--- src/rtl/core/topic_subscriber_table_top_assert.svh ---
// Assertion macros for the topic subscriber table.
`ifndef TOPIC_SUBSCRIBER_TABLE_TOP_ASSERT_SVH
`define TOPIC_SUBSCRIBER_TABLE_TOP_ASSERT_SVH

`ifndef NO_ASSERTIONS
`define SST_ASSERT_IMP(label, clk, rst_n, ante, cons) \
	label: assert property (@(posedge clk) disable iff (!rst_n) (ante) |-> (cons)) \
		else $error("sst assertion failed");
`define SST_ASSERT_NXT(label, clk, rst_n, ante, cons) \
	label: assert property (@(posedge clk) disable iff (!rst_n) (ante) |=> (cons)) \
		else $error("sst assertion failed");
`else
`define SST_ASSERT_IMP(label, clk, rst_n, ante, cons)
`define SST_ASSERT_NXT(label, clk, rst_n, ante, cons)
`endif

`endif

--- src/rtl/core/sst_pkg.sv ---
// Shared types and constants for the topic subscriber table.
package sst_pkg;

	localparam int TOPIC_COUNT     = 256;
	localparam int SLOTS_PER_TOPIC = 8;
	localparam int ROW_W  = (TOPIC_COUNT > 1) ? $clog2(TOPIC_COUNT) : 1;
	localparam int SLOT_W = (SLOTS_PER_TOPIC > 1) ? $clog2(SLOTS_PER_TOPIC) : 1;

	typedef enum logic [1:0] {
		STAT_OK          = 2'd0,
		STAT_NO_HANDLER  = 2'd1,
		STAT_OTHER_GROUP = 2'd2,
		STAT_ROW_FULL    = 2'd3
	} status_t;

	typedef struct packed {
		logic [7:0]  requester;
		logic [7:0]  group;
		logic [31:0] handler;
	} slot_t;

	typedef slot_t [SLOTS_PER_TOPIC-1:0] row_t;
	typedef logic [SLOTS_PER_TOPIC-1:0]  used_t;

	typedef struct packed {
		logic        mode;
		logic [7:0]  topic;
		logic [7:0]  group;
		logic [7:0]  requester;
		logic [31:0] handler;
	} req_t;

	typedef struct packed {
		status_t           status;
		logic              wr_en;
		logic              set_slot;
		logic [SLOT_W-1:0] slot;
		used_t             used_new;
	} dec_t;

endpackage

--- src/rtl/core/sst_slot_logic.sv ---
// Parallel slot compare and decision for one request.
module sst_slot_logic (
	input  sst_pkg::req_t  req,
	input  sst_pkg::used_t used,
	input  sst_pkg::row_t  slots,
	output sst_pkg::dec_t  dec
);
	import sst_pkg::*;

	logic              topic_ok;
	logic              req_hit;
	logic [SLOT_W-1:0] req_idx;
	logic              un_hit;
	logic [SLOT_W-1:0] un_idx;
	logic              free_any;
	logic [SLOT_W-1:0] free_idx;

	assign topic_ok = ({1'b0, req.topic} < 9'(TOPIC_COUNT));

	always_comb begin
		req_hit  = 1'b0;
		req_idx  = '0;
		un_hit   = 1'b0;
		un_idx   = '0;
		free_any = 1'b0;
		free_idx = '0;
		for (int s = 0; s < SLOTS_PER_TOPIC; s++) begin
			if (!req_hit && used[s] && slots[s].requester == req.requester) begin
				req_hit = 1'b1;
				req_idx = SLOT_W'(s);
			end
			if (!un_hit && used[s] && slots[s].requester == req.requester &&
				slots[s].group == req.group) begin
				un_hit = 1'b1;
				un_idx = SLOT_W'(s);
			end
			if (!used[s]) begin
				free_any = 1'b1;
				free_idx = SLOT_W'(s);
			end
		end
	end

	always_comb begin
		dec          = '0;
		dec.status   = STAT_OK;
		dec.used_new = used;
		if (!req.mode) begin
			if (req.handler == 32'd0) begin
				dec.status = STAT_NO_HANDLER;
			end else if (!topic_ok) begin
				dec.status = STAT_ROW_FULL;
			end else if (req_hit) begin
				if (slots[req_idx].group != req.group) begin
					dec.status = STAT_OTHER_GROUP;
				end else begin
					dec.wr_en    = 1'b1;
					dec.set_slot = 1'b1;
					dec.slot     = req_idx;
				end
			end else if (free_any) begin
				dec.wr_en    = 1'b1;
				dec.set_slot = 1'b1;
				dec.slot     = free_idx;
			end else begin
				dec.status = STAT_ROW_FULL;
			end
			if (dec.set_slot) begin
				dec.used_new[dec.slot] = 1'b1;
			end
		end else if (topic_ok && un_hit) begin
			dec.wr_en             = 1'b1;
			dec.slot              = un_idx;
			dec.used_new[un_idx]  = 1'b0;
		end
	end

endmodule
--- config.mk ---
export PLATFORM = sky130hd
export DESIGN_NAME = sst_slot_logic
export DESIGN_NICKNAME = d
export VERILOG_FILES = /design/src/rtl/core/topic_subscriber_table_top_assert.svh /design/src/rtl/core/sst_pkg.sv /design/src/rtl/core/sst_slot_logic.sv
export SDC_FILE = /design/constraint.sdc
export NUM_CORES = 1
export LEC_CHECK = 0
export BUFFER_PORTS_ARGS = -buffer_cell sky130_fd_sc_hd__buf_2
export CAP_MARGIN = 40
export CORE_AREA = 2 2 178 180
export DETAILED_ROUTE_END_ITERATION = 10
export DIE_AREA = 0 0 180 182
export GPL_ROUTABILITY_DRIVEN = 0
export REMOVE_ABC_BUFFERS = 1
export SYNTH_ARGS = -nofsm -noshare
export SYNTH_HDL_FRONTEND = slang
export SYNTH_SLANG_ARGS = --single-unit
export TNS_END_PERCENT = 30
--- constraint.sdc ---
create_clock -name vclk -period 5.4
set_clock_uncertainty 0.15 [all_clocks]
set_input_delay 1.08 -clock vclk [all_inputs]
set_output_delay 1.08 -clock vclk [all_outputs]
set_load 0.05 [all_outputs]
==> results of run 1 <==
-- worst max path at each step --
stage          startpoint  endpoint
6_report          req[38]    dec[0]
5_1_grt           req[34]    dec[7]
4_1_cts           req[35]    dec[7]
3_5_place_dp      req[35]    dec[7]
3_3_place_gp      req[34]    dec[7]
2_1_floorplan     req[38]    dec[0]
-- where the power goes --
group | internal (mW) | switching (mW)
logic | 0.215 | 0.221
registers | 0 | 0
clock network | 0.000000223 | 0
-- kinds of logic after synthesis --
| family | after synthesis | synth area share (%) |
|---|---|---|
| AND/OR/NAND/NOR | 172 | 34.1 |
| XOR/XNOR | 136 | 37.8 |
| AO/OA/AOI/OAI | 93 | 21.1 |
| buffers and inverters | 34 | 5.68 |
| multiplexers | 4 | 1.31 |
-- cells in the mapped netlist, types with 6 or more instances --
cell type	number	share of area, %
sky130_fd_sc_hd__nand3_1	18	2.9
sky130_fd_sc_hd__a21oi_1	13	2.1
sky130_fd_sc_hd__nand2_1	25	3.0
sky130_fd_sc_hd__nand4_1	20	4.0
sky130_fd_sc_hd__a2bb2oi_1	7	1.9
sky130_fd_sc_hd__o31ai_1	8	1.9
sky130_fd_sc_hd__buf_4	7	1.7
sky130_fd_sc_hd__xnor2_1	61	17
sky130_fd_sc_hd__nor3_1	13	2.1
sky130_fd_sc_hd__inv_1	8	0.95
sky130_fd_sc_hd__nor2_1	17	2.0
sky130_fd_sc_hd__clkbuf_1	10	1.2
sky130_fd_sc_hd__nand2b_1	6	1.2
sky130_fd_sc_hd__o21ai_0	19	3.0
sky130_fd_sc_hd__nor4_1	27	5.4
sky130_fd_sc_hd__and4_1	6	1.7
sky130_fd_sc_hd__xor2_1	75	21
sky130_fd_sc_hd__o221ai_1	6	1.7
-- stage by stage --
step / hold slack [ns] / power [mW]
floorplan: 2.19 / 0.160
global placement: 2.50 / 0.381
detailed placement: 2.50 / 0.386
CTS: 2.49 / 0.410
global route: 2.52 / 0.466
finish: 2.49 / 0.436
-- what timing repair did --
item / in CTS / in global routing
gates cloned: 1 / 0
buffers inserted: 7 / 8
pin swaps: 22 / 35
endpoints found under the setup margin: 14 / 14
gates resized for setup: 57 / 67
endpoints found under the hold margin: 0 / 0
-- layout make-up --
| type | instances | area (sq um) |
|---|---|---|
| diodes | 9 | 22.5 |
| fillers | 3427 | 24700 |
| inverters | 9 | 33.8 |
| multi-input cells | 405 | 3450 |
| well taps | 402 | 503 |
| repair buffers | 320 | 2270 |
-- per-layer routing --
metal  up-vias  routed length [um]  track usage [%]
met2       222                9400             19.3
met3        36                1680             3.61
met1      2145                8430             13.9
met4        16                 455             2.63
met5         -                  99                0
li1       2239                   -                -
==> impl_metrics.xml, run 1 <==
<?xml version="1.0" encoding="UTF-8"?>
<metrics>
  <group name="route">
    <metric name="routed_via_density" unit="">4.07</metric>
    <metric name="drc" unit="">0</metric>
    <metric name="avgRoutedWirePerCell" unit="um">17.5</metric>
    <metric name="route.final.wire_length" unit="um">20100</metric>
    <metric name="vias" unit="">4658</metric>
    <metric name="first_pass_iters" unit="">4</metric>
    <metric name="antenna_left" unit="">0</metric>
    <metric name="detail_route.iter0.violations" unit="">249</metric>
  </group>
  <group name="finish">
    <metric name="final_instance_area" unit="sq mm">0.00628</metric>
    <metric name="most_common_library_cell_in_the_layout_ignoring_fill_and_taps" unit="">sky130_fd_sc_hd__buf_2</metric>
    <metric name="final_cell_mix" unit="">178 x sky130_fd_sc_hd__buf_2, 105 x sky130_fd_sc_hd__buf_4, 63 x sky130_fd_sc_hd__xor2_1</metric>
    <metric name="final_core_util" unit="%">20.3</metric>
    <metric name="area_growth" unit="%">99.4</metric>
    <metric name="layout-drive-gt1-share" unit="%">56.5</metric>
    <metric name="seqCellArea" unit="sq um">0</metric>
    <metric name="sequential_cells" unit="">0</metric>
    <metric name="finish.net_count" unit="">1185</metric>
    <metric name="layout.cells.non_filler" unit="">1145</metric>
    <metric name="clock_buffers" unit="">0</metric>
  </group>
  <group name="critical_path">
    <metric name="worst_path_largest_cell_delay" unit="ns">0.53</metric>
    <metric name="cp-start-kind" unit="">primary input</metric>
    <metric name="timing.critical_path.arrival" unit="ns">4.60</metric>
    <metric name="critPathTopFamily" unit="">simple AND/OR/NAND/NOR gates</metric>
    <metric name="critical_path_peak_fanout" unit="">8</metric>
    <metric name="path_common_cell" unit="">sky130_fd_sc_hd__buf_4</metric>
    <metric name="worst_path_max_delay_cell" unit="">sky130_fd_sc_hd__or4b_4</metric>
    <metric name="critical_path_class" unit="">in2out</metric>
    <metric name="crit_chain" unit="">buf_6 &gt; xor2_2 &gt; nor4_4 &gt; buf_4 &gt; nand4_1 &gt; buf_4 &gt; nand4_4 &gt; o21a_1 &gt; o22ai_2 &gt; and3_1 &gt; or4b_4 &gt; mux2_2 &gt; o31ai_4 &gt; nand2_2 &gt; o31ai_2 &gt; buf_4 &gt; buf_12</metric>
    <metric name="worstPathRequired" unit="ns">4.17</metric>
    <metric name="count_of_cell_instances_traversed_by_the_critical_path" unit="">17</metric>
    <metric name="worst-path-buf-inv" unit="">5</metric>
    <metric name="setup.worst_path.end_class" unit="">primary output</metric>
  </group>
  <group name="logic_synthesis">
    <metric name="mappedNetlistArea" unit="sq mm">0.00315</metric>
    <metric name="yosys.cell_types.count" unit="">62</metric>
    <metric name="portion_of_the_post_synthesis_area_used_by_sequential_elements" unit="%">0</metric>
    <metric name="yosys_warnings" unit="">0</metric>
    <metric name="netlist_instances" unit="">439</metric>
    <metric name="post_synth.cell_area_avg" unit="sq um">7.17</metric>
  </group>
  <group name="placement">
    <metric name="pre_cts_ws" unit="ns">-0.996</metric>
    <metric name="place_inst" unit="">1120</metric>
    <metric name="port_buffers" unit="">200</metric>
    <metric name="hpwlAfterDp" unit="um">17600</metric>
    <metric name="placed_cell_area" unit="sq mm">0.00552</metric>
  </group>
  <group name="global_routing">
    <metric name="first_global_vias" unit="">4603</metric>
    <metric name="pin_count_of_the_biggest_net_entering_global_routing" unit="">13</metric>
    <metric name="grtUsageTotal" unit="%">11.3</metric>
    <metric name="gr-total-overflow" unit="">0</metric>
    <metric name="grt_first_pass_wirelength" unit="um">28100</metric>
    <metric name="antenna_violations_before_repair" unit="">18</metric>
  </group>
  <group name="sta">
    <metric name="setup_repair_after_global_routing_missed_its_margin" unit="">yes</metric>
    <metric name="worst_slew_pin_slew" unit="ns">0.792</metric>
    <metric name="setup-violations-final" unit="">14</metric>
    <metric name="layout_setup_ws" unit="ns">-0.429</metric>
    <metric name="final_hold_viol_count" unit="">0</metric>
    <metric name="setup_tns" unit="ns">-4.71</metric>
    <metric name="timing.final.max_slew_violations" unit="">0</metric>
    <metric name="fmax" unit="MHz">172</metric>
    <metric name="slew_headroom" unit="%">46.9</metric>
    <metric name="finalCriticalPeriod" unit="ns">5.83</metric>
    <metric name="final.period_utilization" unit="%">108</metric>
  </group>
  <group name="cts">
    <metric name="cts_hold_buffers" unit="">0</metric>
  </group>
  <group name="pwr">
    <metric name="ir_drop" unit="mV">0.0327</metric>
    <metric name="power_density" unit="mW/mm^2">69.4</metric>
    <metric name="total_leakage_power" unit="nW">2.68</metric>
  </group>
  <group name="floorplan">
    <metric name="die_area" unit="sq mm">0.0328</metric>
    <metric name="chipWidth" unit="um">180</metric>
    <metric name="core.rowCount" unit="">65</metric>
    <metric name="starting_utilization_of_the_core_area" unit="%">10.2</metric>
    <metric name="fp.coreArea" unit="sq mm">0.0310</metric>
    <metric name="boundaryPins" unit="">464</metric>
    <metric name="die_h" unit="um">182</metric>
  </group>
  <group name="run_status">
    <metric name="failed_checks" unit="">setup timing</metric>
    <metric name="status" unit="">finished, violations left</metric>
  </group>
  <group name="run">
    <metric name="cap_violations" unit="">0</metric>
  </group>
  <group name="hold_path">
    <metric name="hold_removal_path_class" unit="">in2out</metric>
    <metric name="whs_endpoint" unit="">dec[13]</metric>
    <metric name="hold_path_depth" unit="">3</metric>
    <metric name="holdCritStartpoint" unit="">req[56]</metric>
  </group>
</metrics>
No activity file was read; power rests on OpenSTA's default activity.
==> run 2: changes to the inputs <==
Clock period 5.4 ns to 6.15 ns, I/O delays scaled along.
==> run 2 against run 1 <==
Net effect:
- the run still ends with setup timing left
- die area unchanged
- global-route usage increased by 0.15 points
- utilization fell by 1.6 points
- clock-buffer cell count did not move
- non-clock buffer count fell by 26
- final cell count is 2.0% lower
- critical endpoint is now dec[7]
==> impl_metrics.xml, run 2 (same netlist as run 1, synthesis figures left out) <==
<?xml version="1.0" encoding="UTF-8"?>
<metrics>
  <group name="run_status">
    <metric name="status" unit="">finished, violations left</metric>
    <metric name="failed_checks" unit="">setup timing</metric>
  </group>
  <group name="sta">
    <metric name="setup_tns" unit="ns">-0.226</metric>
    <metric name="final_hold_viol_count" unit="">0</metric>
    <metric name="setup_repair_after_global_routing_missed_its_margin" unit="">yes</metric>
    <metric name="setup-violations-final" unit="">5</metric>
    <metric name="final.period_utilization" unit="%">101</metric>
    <metric name="slew_headroom" unit="%">53.8</metric>
    <metric name="fmax" unit="MHz">160</metric>
    <metric name="layout_setup_ws" unit="ns">-0.0809</metric>
    <metric name="finalCriticalPeriod" unit="ns">6.23</metric>
    <metric name="timing.final.max_slew_violations" unit="">0</metric>
    <metric name="worst_slew_pin_slew" unit="ns">0.687</metric>
  </group>
  <group name="placement">
    <metric name="hpwlAfterDp" unit="um">17900</metric>
    <metric name="port_buffers" unit="">200</metric>
    <metric name="place_inst" unit="">1092</metric>
    <metric name="placed_cell_area" unit="sq mm">0.00529</metric>
  </group>
  <group name="critical_path">
    <metric name="timing.critical_path.arrival" unit="ns">4.85</metric>
    <metric name="cp-start-kind" unit="">primary input</metric>
    <metric name="critical_path_peak_fanout" unit="">10</metric>
    <metric name="setup.worst_path.end_class" unit="">primary output</metric>
    <metric name="worstPathRequired" unit="ns">4.77</metric>
    <metric name="critical_path_class" unit="">in2out</metric>
  </group>
  <group name="global_routing">
    <metric name="first_global_vias" unit="">4611</metric>
    <metric name="antenna_violations_before_repair" unit="">23</metric>
    <metric name="pin_count_of_the_biggest_net_entering_global_routing" unit="">13</metric>
    <metric name="gr-total-overflow" unit="">0</metric>
    <metric name="grt_first_pass_wirelength" unit="um">28400</metric>
    <metric name="grtUsageTotal" unit="%">11.5</metric>
  </group>
  <group name="floorplan">
    <metric name="fp.coreArea" unit="sq mm">0.0310</metric>
    <metric name="boundaryPins" unit="">464</metric>
    <metric name="starting_utilization_of_the_core_area" unit="%">10.2</metric>
    <metric name="die_h" unit="um">182</metric>
    <metric name="core.rowCount" unit="">65</metric>
    <metric name="die_area" unit="sq mm">0.0328</metric>
    <metric name="chipWidth" unit="um">180</metric>
  </group>
  <group name="pwr">
    <metric name="ir_drop" unit="mV">0.0238</metric>
    <metric name="power_switching" unit="mW">0.186</metric>
    <metric name="power.share.combinational" unit="%">100.0</metric>
    <metric name="total_leakage_power" unit="nW">2.44</metric>
    <metric name="power_density" unit="mW/mm^2">61.6</metric>
    <metric name="final_total_power" unit="mW">0.355</metric>
    <metric name="sequentialPowerShare" unit="%">0</metric>
    <metric name="pwr-share-clk" unit="%">0</metric>
    <metric name="intPower" unit="mW">0.170</metric>
    <metric name="power.share.switching" unit="%">52.2</metric>
  </group>
  <group name="route">
    <metric name="route.final.wire_length" unit="um">19900</metric>
    <metric name="detail_route.iter0.violations" unit="">167</metric>
    <metric name="routed_via_density" unit="">4.05</metric>
    <metric name="avgRoutedWirePerCell" unit="um">17.8</metric>
    <metric name="drc" unit="">0</metric>
    <metric name="vias" unit="">4542</metric>
    <metric name="first_pass_iters" unit="">5</metric>
    <metric name="antenna_left" unit="">0</metric>
  </group>
  <group name="finish">
    <metric name="layout.cells.non_filler" unit="">1122</metric>
    <metric name="finish.net_count" unit="">1159</metric>
    <metric name="final_cell_mix" unit="">182 x sky130_fd_sc_hd__buf_2, 86 x sky130_fd_sc_hd__buf_4, 72 x sky130_fd_sc_hd__xor2_1</metric>
    <metric name="final_core_util" unit="%">18.6</metric>
    <metric name="clock_buffers" unit="">0</metric>
    <metric name="sequential_cells" unit="">0</metric>
    <metric name="final_instance_area" unit="sq mm">0.00577</metric>
    <metric name="area_growth" unit="%">83.2</metric>
    <metric name="layout-drive-gt1-share" unit="%">49.0</metric>
    <metric name="most_common_library_cell_in_the_layout_ignoring_fill_and_taps" unit="">sky130_fd_sc_hd__buf_2</metric>
    <metric name="seqCellArea" unit="sq um">0</metric>
  </group>
  <group name="run">
    <metric name="cap_violations" unit="">0</metric>
  </group>
  <group name="hold_path">
    <metric name="hold_removal_path_class" unit="">in2out</metric>
  </group>
</metrics>
==> run 2: cell count changes in the layout (fill, tap and decap cells not counted), sizes merged <==
cell	delta
diode	+3
clkdlybuf4s15	-1
buf	-25
==> run 2: final timing paths <==
| kind | end | from | depth (start not counted) |
|---|---|---|---|
| setup / recovery | dec[7] | req[38] | 20 |
| hold / removal | dec[13] | req[56] | 3 |
==> run 2: area by class of cell <==
type,count,area (sq um)
Timing Repair Buffer,294,2010
Antenna cell,12,30.0
Inverter,9,33.8
Multi-Input combinational cell,405,3190
Tap cell,402,503
Fill cell,3494,25200
==> run 2: worst max-delay path: stages <==
cell and delay (ns):
sky130_fd_sc_hd__buf_12 0.11, sky130_fd_sc_hd__buf_12 0.13, sky130_fd_sc_hd__buf_4 0.13, sky130_fd_sc_hd__xnor2_1 0.16, sky130_fd_sc_hd__nand4_1 0.15, sky130_fd_sc_hd__buf_4 0.19
sky130_fd_sc_hd__nor3_4 0.19, sky130_fd_sc_hd__buf_4 0.15, sky130_fd_sc_hd__nor4_4 0.04, sky130_fd_sc_hd__buf_6 0.15, sky130_fd_sc_hd__nor3b_2 0.20, sky130_fd_sc_hd__o22ai_2 0.11
sky130_fd_sc_hd__and3_1 0.18, sky130_fd_sc_hd__or4b_4 0.51, sky130_fd_sc_hd__or2_1 0.24, sky130_fd_sc_hd__o31ai_2 0.23, sky130_fd_sc_hd__nand3b_1 0.18, sky130_fd_sc_hd__o31ai_2 0.27
sky130_fd_sc_hd__buf_4 0.17, sky130_fd_sc_hd__buf_12 0.13
==> run 2: power by group through the flow <==
| stage | clock network [mW] | registers [mW] | logic [mW] |
|---|---|---|---|
| 2_1_floorplan | 0 | 0 | 0.140 |
| 3_3_place_gp | 0 | 0 | 0.325 |
| 3_5_place_dp | 0 | 0 | 0.328 |
| 4_1_cts | 0 | 0 | 0.347 |
| 5_1_grt | 0.000000174 | 0 | 0.382 |
| 6_report | 0.000000261 | 0 | 0.355 |
==> run 2: stage by stage <==
step                hold WS [ns]  setup WS (ns)
detailed placement          2.80         -0.715
finish                      2.79        -0.0809
floorplan                   2.49         -0.484
CTS                         2.79         -0.201
global placement            2.80         -0.659
global route                2.82         -0.264
==> run 2: per-layer routing <==
metal / global-route usage, % / part of all wire, %
met5: 0 / 0.57
met4: 2.02 / 1.9
met3: 4.05 / 9.3
met2: 19.8 / 46
met1: 13.8 / 42
==> run 2: timing repair <==
item,4_1_cts,5_1_grt
gates resized for setup,49,20
setup endpoints to repair,14,14
pin swaps,13,15
hold buffers,0,0
buffers inserted,10,8
gates cloned,0,0
==> run 3: changes to the inputs <==
Clock period 6.15 ns to 7.4 ns, I/O delays scaled along.
==> run 3 against run 2 <==
Net effect:
- the run now ends clean
- non-clock buffer count shrank 76
- setup slack improved by 0.41 ns
- clock-buffer cell count stayed put
- largest cell class unchanged
- design area is 19% lower
==> impl_metrics.xml, run 3 (same netlist as run 1, synthesis figures left out) <==
<?xml version="1.0" encoding="UTF-8"?>
<metrics>
  <group name="placement">
    <metric name="hpwlAfterDp" unit="um">17200</metric>
    <metric name="placed_cell_area" unit="sq mm">0.00464</metric>
    <metric name="pre_cts_ws" unit="ns">0.129</metric>
    <metric name="port_buffers" unit="">200</metric>
    <metric name="place_inst" unit="">1034</metric>
  </group>
  <group name="sta">
    <metric name="hold-worst-slack" unit="ns">3.33</metric>
    <metric name="worst_slew_pin_slew" unit="ns">0.748</metric>
    <metric name="setup_tns" unit="ns">0</metric>
    <metric name="setup_repair_after_global_routing_missed_its_margin" unit="">no</metric>
    <metric name="final.period_utilization" unit="%">95.5</metric>
    <metric name="fmax" unit="MHz">141</metric>
    <metric name="final_hold_viol_count" unit="">0</metric>
    <metric name="slew_headroom" unit="%">49.9</metric>
    <metric name="finalCriticalPeriod" unit="ns">7.07</metric>
    <metric name="layout_setup_ws" unit="ns">0.332</metric>
    <metric name="timing.final.max_slew_violations" unit="">0</metric>
    <metric name="setup-violations-final" unit="">0</metric>
  </group>
  <group name="route">
    <metric name="avgRoutedWirePerCell" unit="um">18.2</metric>
    <metric name="antenna_left" unit="">0</metric>
    <metric name="vias" unit="">4321</metric>
    <metric name="drc" unit="">0</metric>
    <metric name="routed_via_density" unit="">4.12</metric>
    <metric name="route.final.wire_length" unit="um">19100</metric>
    <metric name="detail_route.iter0.violations" unit="">277</metric>
    <metric name="first_pass_iters" unit="">4</metric>
  </group>
  <group name="finish">
    <metric name="seqCellArea" unit="sq um">0</metric>
    <metric name="area_growth" unit="%">49.3</metric>
    <metric name="clock_buffers" unit="">0</metric>
    <metric name="sequential_cells" unit="">0</metric>
    <metric name="finish.net_count" unit="">1083</metric>
    <metric name="final_cell_mix" unit="">200 x sky130_fd_sc_hd__buf_2, 75 x sky130_fd_sc_hd__xor2_1, 61 x sky130_fd_sc_hd__xnor2_1</metric>
    <metric name="layout-drive-gt1-share" unit="%">38.3</metric>
    <metric name="layout.cells.non_filler" unit="">1049</metric>
    <metric name="final_instance_area" unit="sq mm">0.00470</metric>
    <metric name="most_common_library_cell_in_the_layout_ignoring_fill_and_taps" unit="">sky130_fd_sc_hd__buf_2</metric>
    <metric name="final_core_util" unit="%">15.2</metric>
  </group>
  <group name="floorplan">
    <metric name="core.rowCount" unit="">65</metric>
    <metric name="fp.coreArea" unit="sq mm">0.0310</metric>
    <metric name="die_h" unit="um">182</metric>
    <metric name="boundaryPins" unit="">464</metric>
    <metric name="chipWidth" unit="um">180</metric>
    <metric name="die_area" unit="sq mm">0.0328</metric>
    <metric name="starting_utilization_of_the_core_area" unit="%">10.2</metric>
  </group>
  <group name="pwr">
    <metric name="power_density" unit="mW/mm^2">50.8</metric>
    <metric name="final_total_power" unit="mW">0.239</metric>
    <metric name="total_leakage_power" unit="nW">1.89</metric>
    <metric name="ir_drop" unit="mV">0.0188</metric>
  </group>
  <group name="critical_path">
    <metric name="timing.critical_path.arrival" unit="ns">5.44</metric>
    <metric name="worst_path_largest_cell_delay" unit="ns">0.54</metric>
    <metric name="cp-start-kind" unit="">primary input</metric>
    <metric name="setup.worst_path.end_class" unit="">primary output</metric>
    <metric name="critical_path_peak_fanout" unit="">8</metric>
    <metric name="crit_chain" unit="">buf_2 &gt; buf_4 &gt; xnor2_1 &gt; nand4_1 &gt; or3_1 &gt; and4_1 &gt; and2_4 &gt; o22ai_1 &gt; a21oi_1 &gt; or4b_4 &gt; mux2_2 &gt; o31ai_2 &gt; nand2_2 &gt; o31ai_1 &gt; buf_2</metric>
    <metric name="worst_path_max_delay_cell" unit="">sky130_fd_sc_hd__or4b_4</metric>
    <metric name="path_common_cell" unit="">sky130_fd_sc_hd__buf_2</metric>
    <metric name="critical_path_class" unit="">in2out</metric>
    <metric name="worstPathRequired" unit="ns">5.77</metric>
  </group>
  <group name="global_routing">
    <metric name="grtUsageTotal" unit="%">10.9</metric>
    <metric name="antenna_violations_before_repair" unit="">23</metric>
    <metric name="grt_first_pass_wirelength" unit="um">26900</metric>
    <metric name="gr-total-overflow" unit="">0</metric>
    <metric name="pin_count_of_the_biggest_net_entering_global_routing" unit="">14</metric>
    <metric name="first_global_vias" unit="">4252</metric>
  </group>
  <group name="cts">
    <metric name="cts_hold_buffers" unit="">0</metric>
  </group>
  <group name="run">
    <metric name="cap_violations" unit="">0</metric>
  </group>
  <group name="run_status">
    <metric name="status" unit="">complete, no violations</metric>
  </group>
  <group name="hold_path">
    <metric name="hold_removal_path_class" unit="">in2out</metric>
  </group>
</metrics>
-- run 3: routing by layer --
metal  vias to the layer above  wire, um  track usage (%)
li1                       2055         -                -
met5                         -        76                0
met2                       224      8700             18.6
met1                      1998      8220             13.7
met4                        14       328             1.53
met3                        30      1740             3.65
-- run 3: worst paths after layout --
kind / startpoint / end / slack, ns / depth (start not counted)
worst max-delay path: req[34] / dec[0] / 0.33 / 15
worst min-delay path: req[56] / dec[13] / 3.33 / 3
-- run 3: cell type report --
cell class | instances | area (sq um)
diodes | 15 | 37.5
fillers | 3598 | 26300
inverters | 9 | 33.8
multi-input cells | 405 | 2990
well taps | 402 | 503
repair buffers | 218 | 1140
-- run 3: timing repair --
action                                  4_1_cts  5_1_grt
endpoints found under the setup margin        0        4
buffers inserted                              0        0
resized for setup                             0        4
-- run 3: power breakdown --
group | switching (mW) | internal [mW] | total (mW) | leakage (nW)
clock | 0 | 0.000000271 | 0.000000271 | 0.0000951
combinational | 0.139 | 0.0999 | 0.239 | 1.89
sequential | 0 | 0 | 0 | 0
total | 0.139 | 0.0999 | 0.239 | 1.89
-- run 3: critical path: cells and delay by family --
| kind | cells | cell delay (ns) |
|---|---|---|
| muxes | 1 | 0.30 |
| AOI/OAI and AO/OA | 4 | 0.83 |
| buffers and inverters | 3 | 0.77 |
| xor gates and xnor gates | 1 | 0.14 |
| and+or+nand+nor | 6 | 1.90 |
